<file path="src/rtl/mad_pkg.sv">
// mad_pkg: shared constants, widths and the job record for the moving average block.
// Depends on nothing; every other file refers to it by scoped names.
package mad_pkg;

    // Ring store capacity and the widths that follow from it
    localparam int CAPACITY  = 64;
    localparam int PTR_W     = $clog2(CAPACITY);
    localparam int CNT_W     = $clog2(CAPACITY + 1);
    localparam int SAMPLE_W  = 16;
    localparam int SUM_W     = SAMPLE_W + $clog2(CAPACITY);
    localparam int AVG_W     = 16;
    localparam int DEV_W     = 17;
    localparam int WLEN_W    = 7;
    localparam int STEP_W    = $clog2(SUM_W + 1);

    localparam logic [WLEN_W-1:0] WLEN_RESET = WLEN_W'(16);

    // Job queue between front and back
    localparam int QPTR_W      = 1;
    localparam int QUEUE_DEPTH = 2 ** QPTR_W;

    // One classified sample handed from the front to the divider
    typedef struct packed {
        logic signed [SAMPLE_W-1:0] sample;
        logic signed [SUM_W-1:0]    sum;
        logic [CNT_W-1:0]           divisor;
        logic                       filled;
    } mad_job_t;

endpackage

</file>
<file path="src/rtl/mad_ifs.sv">
// mad_ifs: valid/ready channel interfaces for samples, results and configuration.
// Depends on mad_pkg for field widths.

interface mad_in_if;
    logic                                valid;
    logic                                ready;
    logic signed [mad_pkg::SAMPLE_W-1:0] sample;

    modport source (output valid, output sample, input ready);
    modport sink   (input valid, input sample, output ready);
endinterface

interface mad_out_if;
    logic                             valid;
    logic                             ready;
    logic signed [mad_pkg::DEV_W-1:0] deviation;
    logic signed [mad_pkg::AVG_W-1:0] average;
    logic                             window_filled;

    modport source (output valid, output deviation, output average,
                    output window_filled, input ready);
    modport sink   (input valid, input deviation, input average,
                    input window_filled, output ready);
endinterface

interface mad_cfg_if;
    logic                        valid;
    logic                        ready;
    logic [mad_pkg::WLEN_W-1:0]  window_length;

    modport source (output valid, output window_length, input ready);
    modport sink   (input valid, input window_length, output ready);
endinterface

</file>
<file path="src/rtl/mad_front.sv">
// mad_front: accepts samples, keeps the ring store, running sum and write position,
// and hands one job per sample to the queue. Depends on mad_pkg and mad_ifs.
module mad_front (
    input  logic                  clk,
    input  logic                  rst_n,
    mad_in_if.sink                samples,
    mad_cfg_if.sink               cfg,
    output logic                  push_valid,
    input  logic                  push_ready,
    output mad_pkg::mad_job_t     push_job
);

    typedef enum logic [1:0] {
        F_IDLE = 2'b01,
        F_UPD  = 2'b10
    } front_state_t;

    front_state_t state_reg, state_next;

    logic [mad_pkg::WLEN_W-1:0]          wlen_reg;
    logic signed [mad_pkg::SAMPLE_W-1:0] sample_reg;
    logic signed [mad_pkg::SUM_W-1:0]    sum_reg, sum_next;
    logic [mad_pkg::PTR_W-1:0]           pos_reg, pos_next;
    logic                                filled_reg, filled_next;
    logic [mad_pkg::CAPACITY-1:0]        slot_valid_reg;
    logic                                old_valid_reg;
    logic signed [mad_pkg::SAMPLE_W-1:0] rd_data_reg;

    logic signed [mad_pkg::SAMPLE_W-1:0] ring_mem [mad_pkg::CAPACITY];

    logic                                accept;
    logic [mad_pkg::CNT_W-1:0]           eff_len;
    logic [mad_pkg::CNT_W-1:0]           pos_inc;
    logic                                wrap;
    logic signed [mad_pkg::SAMPLE_W-1:0] old_sample;

    assign samples.ready = (state_reg == F_IDLE) && push_ready;
    assign accept        = samples.valid && samples.ready;
    assign cfg.ready     = 1'b1;

    // Clamp the window length to 1..CAPACITY
    always_comb
    begin
        if (wlen_reg == '0)
            eff_len = mad_pkg::CNT_W'(1);
        else if (int'(wlen_reg) > mad_pkg::CAPACITY)
            eff_len = mad_pkg::CNT_W'(mad_pkg::CAPACITY);
        else
            eff_len = mad_pkg::CNT_W'(wlen_reg);
    end

    // Replace the oldest slot and advance the position
    always_comb
    begin
        old_sample  = old_valid_reg ? rd_data_reg : '0;
        sum_next    = sum_reg - mad_pkg::SUM_W'(old_sample) + mad_pkg::SUM_W'(sample_reg);
        pos_inc     = mad_pkg::CNT_W'(pos_reg) + mad_pkg::CNT_W'(1);
        wrap        = (pos_inc >= eff_len);
        filled_next = filled_reg || wrap;
        pos_next    = wrap ? '0 : pos_inc[mad_pkg::PTR_W-1:0];
        state_next  = state_reg;
        case (state_reg)
            F_IDLE:  if (accept) state_next = F_UPD;
            F_UPD:   state_next = F_IDLE;
            default: state_next = F_IDLE;
        endcase
    end

    assign push_valid       = (state_reg == F_UPD);
    assign push_job.sample  = sample_reg;
    assign push_job.sum     = sum_next;
    assign push_job.divisor = filled_reg ? eff_len : pos_inc;
    assign push_job.filled  = filled_next;

    // Ring store: registered read on transfer, write during the update cycle
    always_ff @(posedge clk)
    begin
        if (accept)
            rd_data_reg <= ring_mem[pos_reg];
        if (state_reg == F_UPD)
            ring_mem[pos_reg] <= sample_reg;
    end

    // Hold the sample and the slot valid bit read alongside it
    always_ff @(posedge clk)
    begin
        if (accept)
        begin
            sample_reg    <= samples.sample;
            old_valid_reg <= slot_valid_reg[pos_reg];
        end
    end

    // Control state and configuration
    always_ff @(posedge clk or negedge rst_n)
    begin
        if (!rst_n)
        begin
            state_reg      <= F_IDLE;
            wlen_reg       <= mad_pkg::WLEN_RESET;
            sum_reg        <= '0;
            pos_reg        <= '0;
            filled_reg     <= 1'b0;
            slot_valid_reg <= '0;
        end
        else
        begin
            state_reg <= state_next;
            if (cfg.valid && cfg.ready)
                wlen_reg <= cfg.window_length;
            if (state_reg == F_UPD)
            begin
                sum_reg                 <= sum_next;
                pos_reg                 <= pos_next;
                filled_reg              <= filled_next;
                slot_valid_reg[pos_reg] <= 1'b1;
            end
        end
    end

endmodule

</file>
<file path="src/rtl/mad_queue.sv">
// mad_queue: short job queue that decouples the front from the divider.
// Depends on mad_pkg for the job record and depth.
module mad_queue (
    input  logic                  clk,
    input  logic                  rst_n,
    input  logic                  push_valid,
    output logic                  push_ready,
    input  mad_pkg::mad_job_t     push_job,
    output logic                  pop_valid,
    input  logic                  pop_ready,
    output mad_pkg::mad_job_t     pop_job
);

    mad_pkg::mad_job_t         job_mem [mad_pkg::QUEUE_DEPTH];
    logic [mad_pkg::QPTR_W-1:0] wr_ptr_reg, rd_ptr_reg;
    logic [mad_pkg::QPTR_W:0]   count_reg;
    logic                       do_push, do_pop;

    assign push_ready = (count_reg != (mad_pkg::QPTR_W+1)'(mad_pkg::QUEUE_DEPTH));
    assign pop_valid  = (count_reg != '0);
    assign pop_job    = job_mem[rd_ptr_reg];
    assign do_push    = push_valid && push_ready;
    assign do_pop     = pop_valid && pop_ready;

    // Store the pushed job
    always_ff @(posedge clk)
    begin
        if (do_push)
            job_mem[wr_ptr_reg] <= push_job;
    end

    // Advance pointers and occupancy
    always_ff @(posedge clk or negedge rst_n)
    begin
        if (!rst_n)
        begin
            wr_ptr_reg <= '0;
            rd_ptr_reg <= '0;
            count_reg  <= '0;
        end
        else
        begin
            if (do_push)
                wr_ptr_reg <= wr_ptr_reg + 1'b1;
            if (do_pop)
                rd_ptr_reg <= rd_ptr_reg + 1'b1;
            if (do_push && !do_pop)
                count_reg <= count_reg + 1'b1;
            else if (do_pop && !do_push)
                count_reg <= count_reg - 1'b1;
        end
    end

endmodule

</file>
<file path="src/rtl/mad_back.sv">
// mad_back: bit-serial divide of the running sum by the sample count, saturation,
// deviation and the output register. Depends on mad_pkg and mad_ifs.
module mad_back (
    input  logic                  clk,
    input  logic                  rst_n,
    input  logic                  pop_valid,
    output logic                  pop_ready,
    input  mad_pkg::mad_job_t     pop_job,
    mad_out_if.source             results
);

    localparam int SUM_W = mad_pkg::SUM_W;
    localparam int CNT_W = mad_pkg::CNT_W;
    localparam logic signed [SUM_W:0] AVG_MAX = (SUM_W+1)'(32767);
    localparam logic signed [SUM_W:0] AVG_MIN = -(SUM_W+1)'(32768);

    typedef enum logic [2:0] {
        B_IDLE = 3'b001,
        B_DIV  = 3'b010,
        B_DONE = 3'b100
    } back_state_t;

    back_state_t state_reg, state_next;

    logic signed [mad_pkg::SAMPLE_W-1:0] sample_reg;
    logic                                filled_reg;
    logic                                neg_reg;
    logic [CNT_W-1:0]                    div_reg;
    logic [CNT_W-1:0]                    rem_reg;
    logic [SUM_W-1:0]                    quot_reg;
    logic [mad_pkg::STEP_W-1:0]          step_reg;

    logic                                out_valid_reg;
    logic signed [mad_pkg::DEV_W-1:0]    dev_reg;
    logic signed [mad_pkg::AVG_W-1:0]    avg_reg;
    logic                                filled_out_reg;

    logic [CNT_W:0]                      trial;
    logic                                fits;
    logic [CNT_W-1:0]                    rem_next;
    logic [SUM_W-1:0]                    mag;
    logic signed [SUM_W:0]               quot_signed;
    logic signed [mad_pkg::AVG_W-1:0]    avg_sat;
    logic signed [mad_pkg::DEV_W-1:0]    dev_calc;
    logic                                out_free;
    logic                                load_out;

    assign pop_ready = (state_reg == B_IDLE);
    assign out_free  = !out_valid_reg || results.ready;
    assign load_out  = (state_reg == B_DONE) && out_free;

    // Magnitude of the incoming sum
    assign mag = pop_job.sum[SUM_W-1] ? SUM_W'(-pop_job.sum) : SUM_W'(pop_job.sum);

    // One restoring divide step
    always_comb
    begin
        trial    = {rem_reg, quot_reg[SUM_W-1]};
        fits     = (trial >= {1'b0, div_reg});
        rem_next = fits ? CNT_W'(trial - {1'b0, div_reg}) : trial[CNT_W-1:0];
    end

    // Restore the sign, saturate, form the deviation
    always_comb
    begin
        quot_signed = neg_reg ? -$signed({1'b0, quot_reg}) : $signed({1'b0, quot_reg});
        if (quot_signed > AVG_MAX)
            avg_sat = mad_pkg::AVG_W'(AVG_MAX);
        else if (quot_signed < AVG_MIN)
            avg_sat = mad_pkg::AVG_W'(AVG_MIN);
        else
            avg_sat = quot_signed[mad_pkg::AVG_W-1:0];
        dev_calc = mad_pkg::DEV_W'(sample_reg) - mad_pkg::DEV_W'(avg_sat);
    end

    // Sequencer
    always_comb
    begin
        state_next = state_reg;
        case (state_reg)
            B_IDLE:  if (pop_valid) state_next = B_DIV;
            B_DIV:   if (step_reg == mad_pkg::STEP_W'(1)) state_next = B_DONE;
            B_DONE:  if (out_free) state_next = B_IDLE;
            default: state_next = B_IDLE;
        endcase
    end

    // Divider datapath: load on transfer, then shift one quotient bit a cycle
    always_ff @(posedge clk)
    begin
        if (state_reg == B_IDLE && pop_valid)
        begin
            sample_reg <= pop_job.sample;
            filled_reg <= pop_job.filled;
            neg_reg    <= pop_job.sum[SUM_W-1];
            div_reg    <= pop_job.divisor;
            rem_reg    <= '0;
            quot_reg   <= mag;
        end
        else if (state_reg == B_DIV)
        begin
            rem_reg  <= rem_next;
            quot_reg <= {quot_reg[SUM_W-2:0], fits};
        end
    end

    // Result payload register
    always_ff @(posedge clk)
    begin
        if (load_out)
        begin
            dev_reg        <= dev_calc;
            avg_reg        <= avg_sat;
            filled_out_reg <= filled_reg;
        end
    end

    // Control state
    always_ff @(posedge clk or negedge rst_n)
    begin
        if (!rst_n)
        begin
            state_reg     <= B_IDLE;
            step_reg      <= '0;
            out_valid_reg <= 1'b0;
        end
        else
        begin
            state_reg <= state_next;
            if (state_reg == B_IDLE && pop_valid)
                step_reg <= mad_pkg::STEP_W'(SUM_W);
            else if (state_reg == B_DIV)
                step_reg <= step_reg - 1'b1;
            if (load_out)
                out_valid_reg <= 1'b1;
            else if (results.ready)
                out_valid_reg <= 1'b0;
        end
    end

    assign results.valid         = out_valid_reg;
    assign results.deviation     = dev_reg;
    assign results.average       = avg_reg;
    assign results.window_filled = filled_out_reg;

endmodule

</file>
<file path="src/rtl/moving_average_deviation_top.sv">
// Windowed moving average of signed Q8.8 samples with a deviation output: each
// sample replaces the oldest of 64 ring slots, the running sum is updated and divided
// by the samples seen (until the window first fills) or by the clamped window length,
// truncating toward zero; the average saturates to 16 bits and the deviation is the
// sample minus that average. The front takes a sample and then updates the store
// before it takes another; the result then goes through a one-bit-a-cycle divider of
// 22 steps, which sets the sustained rate. A two-entry job queue lets the front take
// the next sample while a division runs, and the output register holds a finished
// result while the next is computed. Reset empties the ring at once through per-slot
// valid bits; there is no clearing pass. Configuration writes are taken at any time
// (cfg.ready is held high) but belong in idle periods.
// Depends on mad_pkg, mad_ifs, mad_front, mad_queue and mad_back.
module moving_average_deviation_top (
    input  logic       clk,
    input  logic       rst_n,
    mad_in_if.sink     samples,
    mad_cfg_if.sink    cfg,
    mad_out_if.source  results
);

    logic              push_valid, push_ready;
    logic              pop_valid, pop_ready;
    mad_pkg::mad_job_t push_job, pop_job;

    // Classify and update the store
    mad_front u_front (
        .clk        (clk),
        .rst_n      (rst_n),
        .samples    (samples),
        .cfg        (cfg),
        .push_valid (push_valid),
        .push_ready (push_ready),
        .push_job   (push_job)
    );

    // Decouple front and divider
    mad_queue u_queue (
        .clk        (clk),
        .rst_n      (rst_n),
        .push_valid (push_valid),
        .push_ready (push_ready),
        .push_job   (push_job),
        .pop_valid  (pop_valid),
        .pop_ready  (pop_ready),
        .pop_job    (pop_job)
    );

    // Divide and deliver
    mad_back u_back (
        .clk       (clk),
        .rst_n     (rst_n),
        .pop_valid (pop_valid),
        .pop_ready (pop_ready),
        .pop_job   (pop_job),
        .results   (results)
    );

endmodule

</file>
<file path="src/flat_wrapper.sv">
// flat-port wrapper written by rule: the top's interface ports become plain ports
module moving_average_deviation_top_flat 
  (clk, rst_n, samples_valid, samples_sample, samples_ready, cfg_valid, cfg_window_length, cfg_ready, results_valid, results_deviation, results_average, results_window_filled, results_ready);
  mad_in_if samples_i ();
  mad_cfg_if cfg_i ();
  mad_out_if results_i ();
  input  logic clk;
  input  logic rst_n;
  input wire logic [$bits(samples_i.valid)-1:0] samples_valid;
  input wire logic [$bits(samples_i.sample)-1:0] samples_sample;
  output wire logic [$bits(samples_i.ready)-1:0] samples_ready;
  input wire logic [$bits(cfg_i.valid)-1:0] cfg_valid;
  input wire logic [$bits(cfg_i.window_length)-1:0] cfg_window_length;
  output wire logic [$bits(cfg_i.ready)-1:0] cfg_ready;
  output wire logic [$bits(results_i.valid)-1:0] results_valid;
  output wire logic [$bits(results_i.deviation)-1:0] results_deviation;
  output wire logic [$bits(results_i.average)-1:0] results_average;
  output wire logic [$bits(results_i.window_filled)-1:0] results_window_filled;
  input wire logic [$bits(results_i.ready)-1:0] results_ready;
  assign samples_i.valid = samples_valid;
  assign samples_i.sample = samples_sample;
  assign samples_ready = samples_i.ready;
  assign cfg_i.valid = cfg_valid;
  assign cfg_i.window_length = cfg_window_length;
  assign cfg_ready = cfg_i.ready;
  assign results_valid = results_i.valid;
  assign results_deviation = results_i.deviation;
  assign results_average = results_i.average;
  assign results_window_filled = results_i.window_filled;
  assign results_i.ready = results_ready;
  moving_average_deviation_top u_core (.clk(clk), .rst_n(rst_n), .samples(samples_i), .cfg(cfg_i), .results(results_i));
endmodule
</file>
<file path="config.mk">
export PLATFORM = sky130hd
export DESIGN_NAME = moving_average_deviation_top_flat
export DESIGN_NICKNAME = d
export VERILOG_FILES = /design/src/rtl/mad_pkg.sv /design/src/rtl/mad_ifs.sv /design/src/rtl/mad_front.sv /design/src/rtl/mad_queue.sv /design/src/rtl/mad_back.sv /design/src/rtl/moving_average_deviation_top.sv /design/src/flat_wrapper.sv
export SDC_FILE = /design/constraint.sdc
export NUM_CORES = 2
export LEC_CHECK = 0
export BUFFER_PORTS_ARGS = -buffer_cell sky130_fd_sc_hd__buf_2
export CAP_MARGIN = 0
export CORE_MARGIN = 4
export CORE_UTILIZATION = 30
export CTS_BUF_LIST = sky130_fd_sc_hd__clkbuf_16
export DETAILED_ROUTE_END_ITERATION = 6
export PLACE_DENSITY = 0.55
export SYNTH_ARGS = -nofsm -noshare
export SYNTH_HDL_FRONTEND = slang
export SYNTH_HIERARCHICAL = 1
export SYNTH_SLANG_ARGS = --single-unit
</file>
<file path="constraint.sdc">
create_clock -name clk -period 11 [get_ports clk]
set_input_delay 0.55 -clock clk [delete_from_list [all_inputs] [get_ports clk]]
set_output_delay 0.55 -clock clk [all_outputs]
set_load 0.02 [all_outputs]
</file>
---- Word-level counts from Yosys, hierarchy flattened ----
Memories as Yosys holds them, arrays and structs flattened. A register that Yosys moved wholly into a read port is not among the register bits.
Cells that the tools add are included.
storage, ports and cells
  flip-flop bits (word level) ............. 220
  bits in writable memories ............... 1116
  bits of input ports ..................... 28
  memories ................................ 2
memories
  name                     words  width  read ports  clocked after Yosys merged registers in  write ports  RTL line         source
  u_core.u_front.ring_mem  64     16     1           1                                        1            mad_front.sv:29  logic signed [mad_pkg::SAMPLE_W-1:0] ring_mem [mad_pkg::CAPACITY];
  u_core.u_queue.job_mem   2      46     1           0                                        1            mad_queue.sv:14  mad_pkg::mad_job_t job_mem [mad_pkg::QUEUE_DEPTH];
operators by class
  $add $sub $neg .......................... 12
  $lt $le $gt $ge ......................... 7
  equal/unequal tests ..................... 11
  muxes and demuxes ....................... 32
  bitwise operators ....................... 1
  reduce and logical (&&, ||, !) cells .... 19
operators by type and width
  cell                                                                     count
  22-bit two-way mux                                                       3
  64-bit OR                                                                1
  16-bit two-way mux                                                       3
  7-bit two-way mux                                                        4
  23-bit by 16-bit > comparator with 1-bit output (second input constant)  1
  23-bit by 16-bit < comparator with 1-bit output (second input constant)  1
  23-bit two-way mux                                                       1
  22-bit negation with 23-bit output                                       1
  22-bit by 16-bit adder with 22-bit output                                1
  22-bit negation                                                          1
  22-bit by 16-bit subtractor with 22-bit output                           1
  16-bit by 16-bit subtractor with 17-bit output                           1
  5-bit two-way mux                                                        2
  2-bit inequality test (second input constant)                            5
  3-bit two-way mux                                                        3
  3-bit one-hot mux with 3 select lines                                    1
  8-bit by 7-bit >= comparator with 1-bit output                           1
  1-bit logical AND                                                        8
  1-bit two-way mux                                                        8
  2-bit two-way mux                                                        4
  2-bit nonzero test                                                       4
  6-bit by 1-bit adder with 7-bit output (second input constant)           1
  7-bit >= comparator                                                      1
  7-bit > comparator (second input constant)                               1
  20 further kinds                                                         24

---- Depth between registers and ports, before layout ----
  word-level depth ........................ 6
  mapped depth ............................ 22
  depth with buffers taken out ............ 20

---- Cells and area by module ----
Netlist, hierarchy kept.
by module, submodules not included
  module     instances  cells an instance  area each (µm²)
  mad_front  1          2806               47057.6
  mad_back   1          568                5758.0
  mad_queue  1          161                3637.2

---- Worst setup path after synthesis ----
OpenSTA, ideal clock, no wires.
  path type ............................... reg2reg
  start ................................... register u_core.u_back.quot_reg[5]
  end ..................................... register u_core.u_back.dev_reg, in the netlist u_core/u_back/results.deviation[14], data pin
  setup time .............................. 0.152 ns
  arrival ................................. 4.523 ns
  required time ........................... 10.848 ns
  slack ................................... 6.326 ns
  cell stages (with the launch flop) ...... 21
  period minus slack after synthesis ...... 4.674 ns
  cell sequence ........................... edfxtp_1 nor4_4 and4_1 and3_1 xnor2_1 and3_1 a41o_1 a21oi_1 clkbuf_1 o21a_1 ha_1 o21a_1 o21ai_0 nand2b_1 a21oi_1 nor2_1 a21boi_0 nor4b_1 a211oi_2 a31o_2 a31oi_1
between the ends
  cells in the longest elaborated chain, start to end .. 6
ends and longest elaborated chain
  item                                                RTL line         source
  start, declared                                     mad_back.sv:30   logic [SUM_W-1:0] quot_reg;
  start signal, assigned                              mad_back.sv:98   quot_reg <= mag;
  start signal, assigned                              mad_back.sv:103  quot_reg <= {quot_reg[SUM_W-2:0], fits};
  22-bit negation with 23-bit output                  mad_back.sv:66   quot_signed = neg_reg ? -$signed({1'b0, quot_reg}) : $signed({1'b0, quot_reg});
  23-bit two-way mux (*)                              mad_back.sv:66
  23-bit by 16-bit < comparator with 1-bit output     mad_back.sv:69   else if (quot_signed < AVG_MIN)
  16-bit two-way mux                                  mad_back.sv:69
  16-bit two-way mux (*)                              mad_back.sv:67   if (quot_signed > AVG_MAX)
  16-bit by 16-bit subtractor with 17-bit output (*)  mad_back.sv:73   dev_calc = mad_pkg::DEV_W'(sample_reg) - mad_pkg::DEV_W'(avg_sat);
  via u_core.u_back.dev_calc (one bit)                mad_back.sv:44   logic signed [mad_pkg::DEV_W-1:0] dev_calc;
  end signal, assigned                                mad_back.sv:112  dev_reg <= dev_calc;
  end, declared                                       mad_back.sv:34   logic signed [mad_pkg::DEV_W-1:0] dev_reg;
Mark *: on every way through the listed nets, which the timed path passes. The rest lies on a longest branch.
A chain may end at the register's enable or synchronous reset.

---- Final worst setup path ----
Same ends and word-level chain as after synthesis.

==> metrics <==
via count 33,000; Crit path buffers/inverters 0; # IOs 65; # DRC 0; total power 17.8 mW; Rel. slew slack 0.166; Detail Route Antenna Nets 0; power density cells 275 nW/um2; prevailing post-synth register cell edfxtp_1; Gate Count Post-Synth 3,535; wire length per cell 25.8 um; Post-Route WL 162,000 um; Synth Cell Area 56,500 um2; Critical Path Fanout Max 14; post-synthesis sequential area ratio 0.708; Worst path top cell family by delay compound AO/OA/AOI/OAI gates; Port Buffers 63; Netlist cell types 99; worst min path class in -> reg; Final Hold Fails 0; CTS tree done; fmax 175 MHz; Die Width 442 um; post-CTS setup buffer count 0; kind of critical path reg -> reg; layout cell share with drive strength beyond 1 0.212; CP Cell Sequence nor4_4, and4_1, and3_1, xnor2_1, and3_1, a41o_1, a21oi_1, o21a_1, ha_1, o21a_1, o21ai_0, nand2b_1, a21oi_1, nor2_1, a21boi_0, nor4b_1, a211oi_2, a31o_2, a31oi_1; GP Congestion 0.854; Critical Path RT 11.60 ns; synth-to-layout area growth 14.7%; Std-Cell Rows 158; Total Neg Setup Slack 0 ns; first drt pass iteration count 6; syn_nets 3,644; final hold slack 0.0527 ns; DP HPWL 96,700 um; Via-to-Cell Ratio 5.24; clock sink count 1,352; top cells by area, synth edfxtp_1 (65%), dfrtp_1 (5.0%), mux4_2 (3.7%), mux2_2 (2.6%), a221oi_1 (2.3%); H-tree Lvls 4; most common cell in the netlist edfxtp_1; initial antenna violation count 12; die footprint 195,000 um2; global-route wire length before repair 234,000 um; Root Buffer clkbuf_16; Total GRT Usage 0.161; element type at the critical path end flip-flop; Clk pin slew, worst setup/hold paths 0.06 ns; Max-Cap Viols 0; Clock Tree Buf Depth 3; Final #Nets 3,793; largest net degree at the start of global routing 96; RSZ-0062 raised after global routing false; cell taking the most area after synthesis edfxtp_1; max reg flops 1,024; Synth Register Bits 1,352; Critical-path top delay cell a21oi_1; slowest stage delay, CP 0.78 ns; number of global-route vias before repair 32,100; Fillers 17,700; Ys Warns 6; gr ovfl total 0; top cells by count, synth edfxtp_1 (1,230), nor2_1 (193), nand2_1 (184); Mapped Avg Cell Area 16.0 um2; post_cts resized 0; status complete, no violations; critical path startpoint category flip-flop; Critical Path AT 6.30 ns; drt first-iter violations 3,504; worst vdd ir 0.284 mV; Initial Utilization 0.303; core area 186,000 um2; FFs w/ async S/R, synth 0.0851; final setup vio count 0; Leak 22.0 nW; total CTS buffers 140; die height 442 um; Least-Margin Pin Slew 1.25 ns; Final period util 0.518; clock insertion delay at the later pin of the skew report 0.77 ns; number of synthesized flops with an enable pin 1,230; Synth top area share 0.654; Final Max Tran Viols 0; Tmin final 5.70 ns; Worst Skew 0.0348 ns
-- cells by family (layout without fill, tap and decap cells) --
logic type | Yosys count | count (layout) | synth area share
and+or+nand+nor | 634 | 634 | 0.0543
AOI/OAI and AO/OA | 691 | 691 | 0.0871
DFF | 1352 | 1352 | 0.708
xor gates and xnor gates | 81 | 81 | 0.0128
buffers and inverters | 335 | 601 | 0.0272
adders and majority gates | 82 | 82 | 0.0211
other | 1 | 10 | 0.0000664
muxes | 359 | 359 | 0.0897
-- final cells by class --
| class | count | area (um2) | share of cell area |
|---|---|---|---|
| diodes | 9 | 22.5 | 0.000348 |
| clock buffers | 151 | 3780 | 0.0583 |
| clock inverters | 108 | 742 | 0.0115 |
| inverters | 137 | 517 | 0.00798 |
| multi-input cells | 1848 | 15200 | 0.234 |
| flip-flops and latches | 1352 | 40000 | 0.617 |
| well taps | 2480 | 3100 | 0.0479 |
| repair buffers | 205 | 1460 | 0.0226 |
-- per-stage QoR --
step | util | cell area, um2 | std cells | worst slack (ns)
CTS | 0.348 | 64700 | 6281 | 5.35
finish | 0.348 | 64800 | 6290 | 5.30
global route | 0.348 | 64800 | 6285 | 4.76
floorplan | - | 56500 | 3535 | 6.33
detailed placement | 0.322 | 60000 | 6002 | 5.37
global placement | 0.322 | 60000 | 6002 | 5.43
-- per-layer routing --
metal	part of all wire	track usage	vias to the layer above
met5	0.000086	0	-
met4	0.034	0.0539	2
met3	0.082	0.0336	270
met2	0.45	0.245	1384
met1	0.43	0.231	17100
li1	-	-	14200
-- final timing paths --
check,startpoint,to,slack [ns],cells past startpoint
min reg2reg,u_core/u_front/slot_valid_reg[53],u_core/u_front/slot_valid_reg[53],0.46,1
max reg2reg,u_core/u_back/quot_reg[5],u_core/u_back/results.deviation[14],5.30,19
max,u_core/u_back/quot_reg[5],u_core/u_back/results.deviation[14],5.30,19
min,cfg_window_length[2],u_core/u_front/wlen_reg[2],0.05,2
max in group asynchronous,rst_n,u_core/u_front/slot_valid_reg[18],9.28,3
min in group asynchronous,rst_n,u_core/u_queue/count_reg[1],0.44,2
-- timing repair --
action	CTS	global route
endpoints found under the setup margin	0	0
hold endpoints to repair	88	0
hold buffers	20	0
-- power by group --
part / internal, mW / total, mW / switching [mW]
combinational: 2.21 / 6.42 / 4.21
sequential: 6.44 / 6.76 / 0.314
clock: 2.68 / 4.66 / 1.98
-- cells in the final DEF (no fill, tap or decap), types with 12 or more instances in the layout --
master,n
a22o_1,12
a22oi_1,64
dlygate4sd3_1,20
mux2_2,132
fa_1,22
nand3_1,30
mux2_4,31
xor2_1,44
ha_1,59
or2_2,69
nor2_1,132
o22ai_1,60
nor2_2,58
o211ai_1,15
clkinv_1,36
clkinv_2,18
and2_1,21
o21a_1,19
clkbuf_16,151
o221ai_1,14
nand2b_1,15
xnor2_1,36
inv_1,163
buf_2,62
nor3_1,24
buf_4,120
nand2_1,184
dfrtp_1,108
o21ai_0,129
mux4_2,92
or3_1,17
mux2i_1,104
a21oi_1,101
edfxtp_1,1230
a221oi_1,149
No activity file was read; power rests on OpenSTA's default activity.
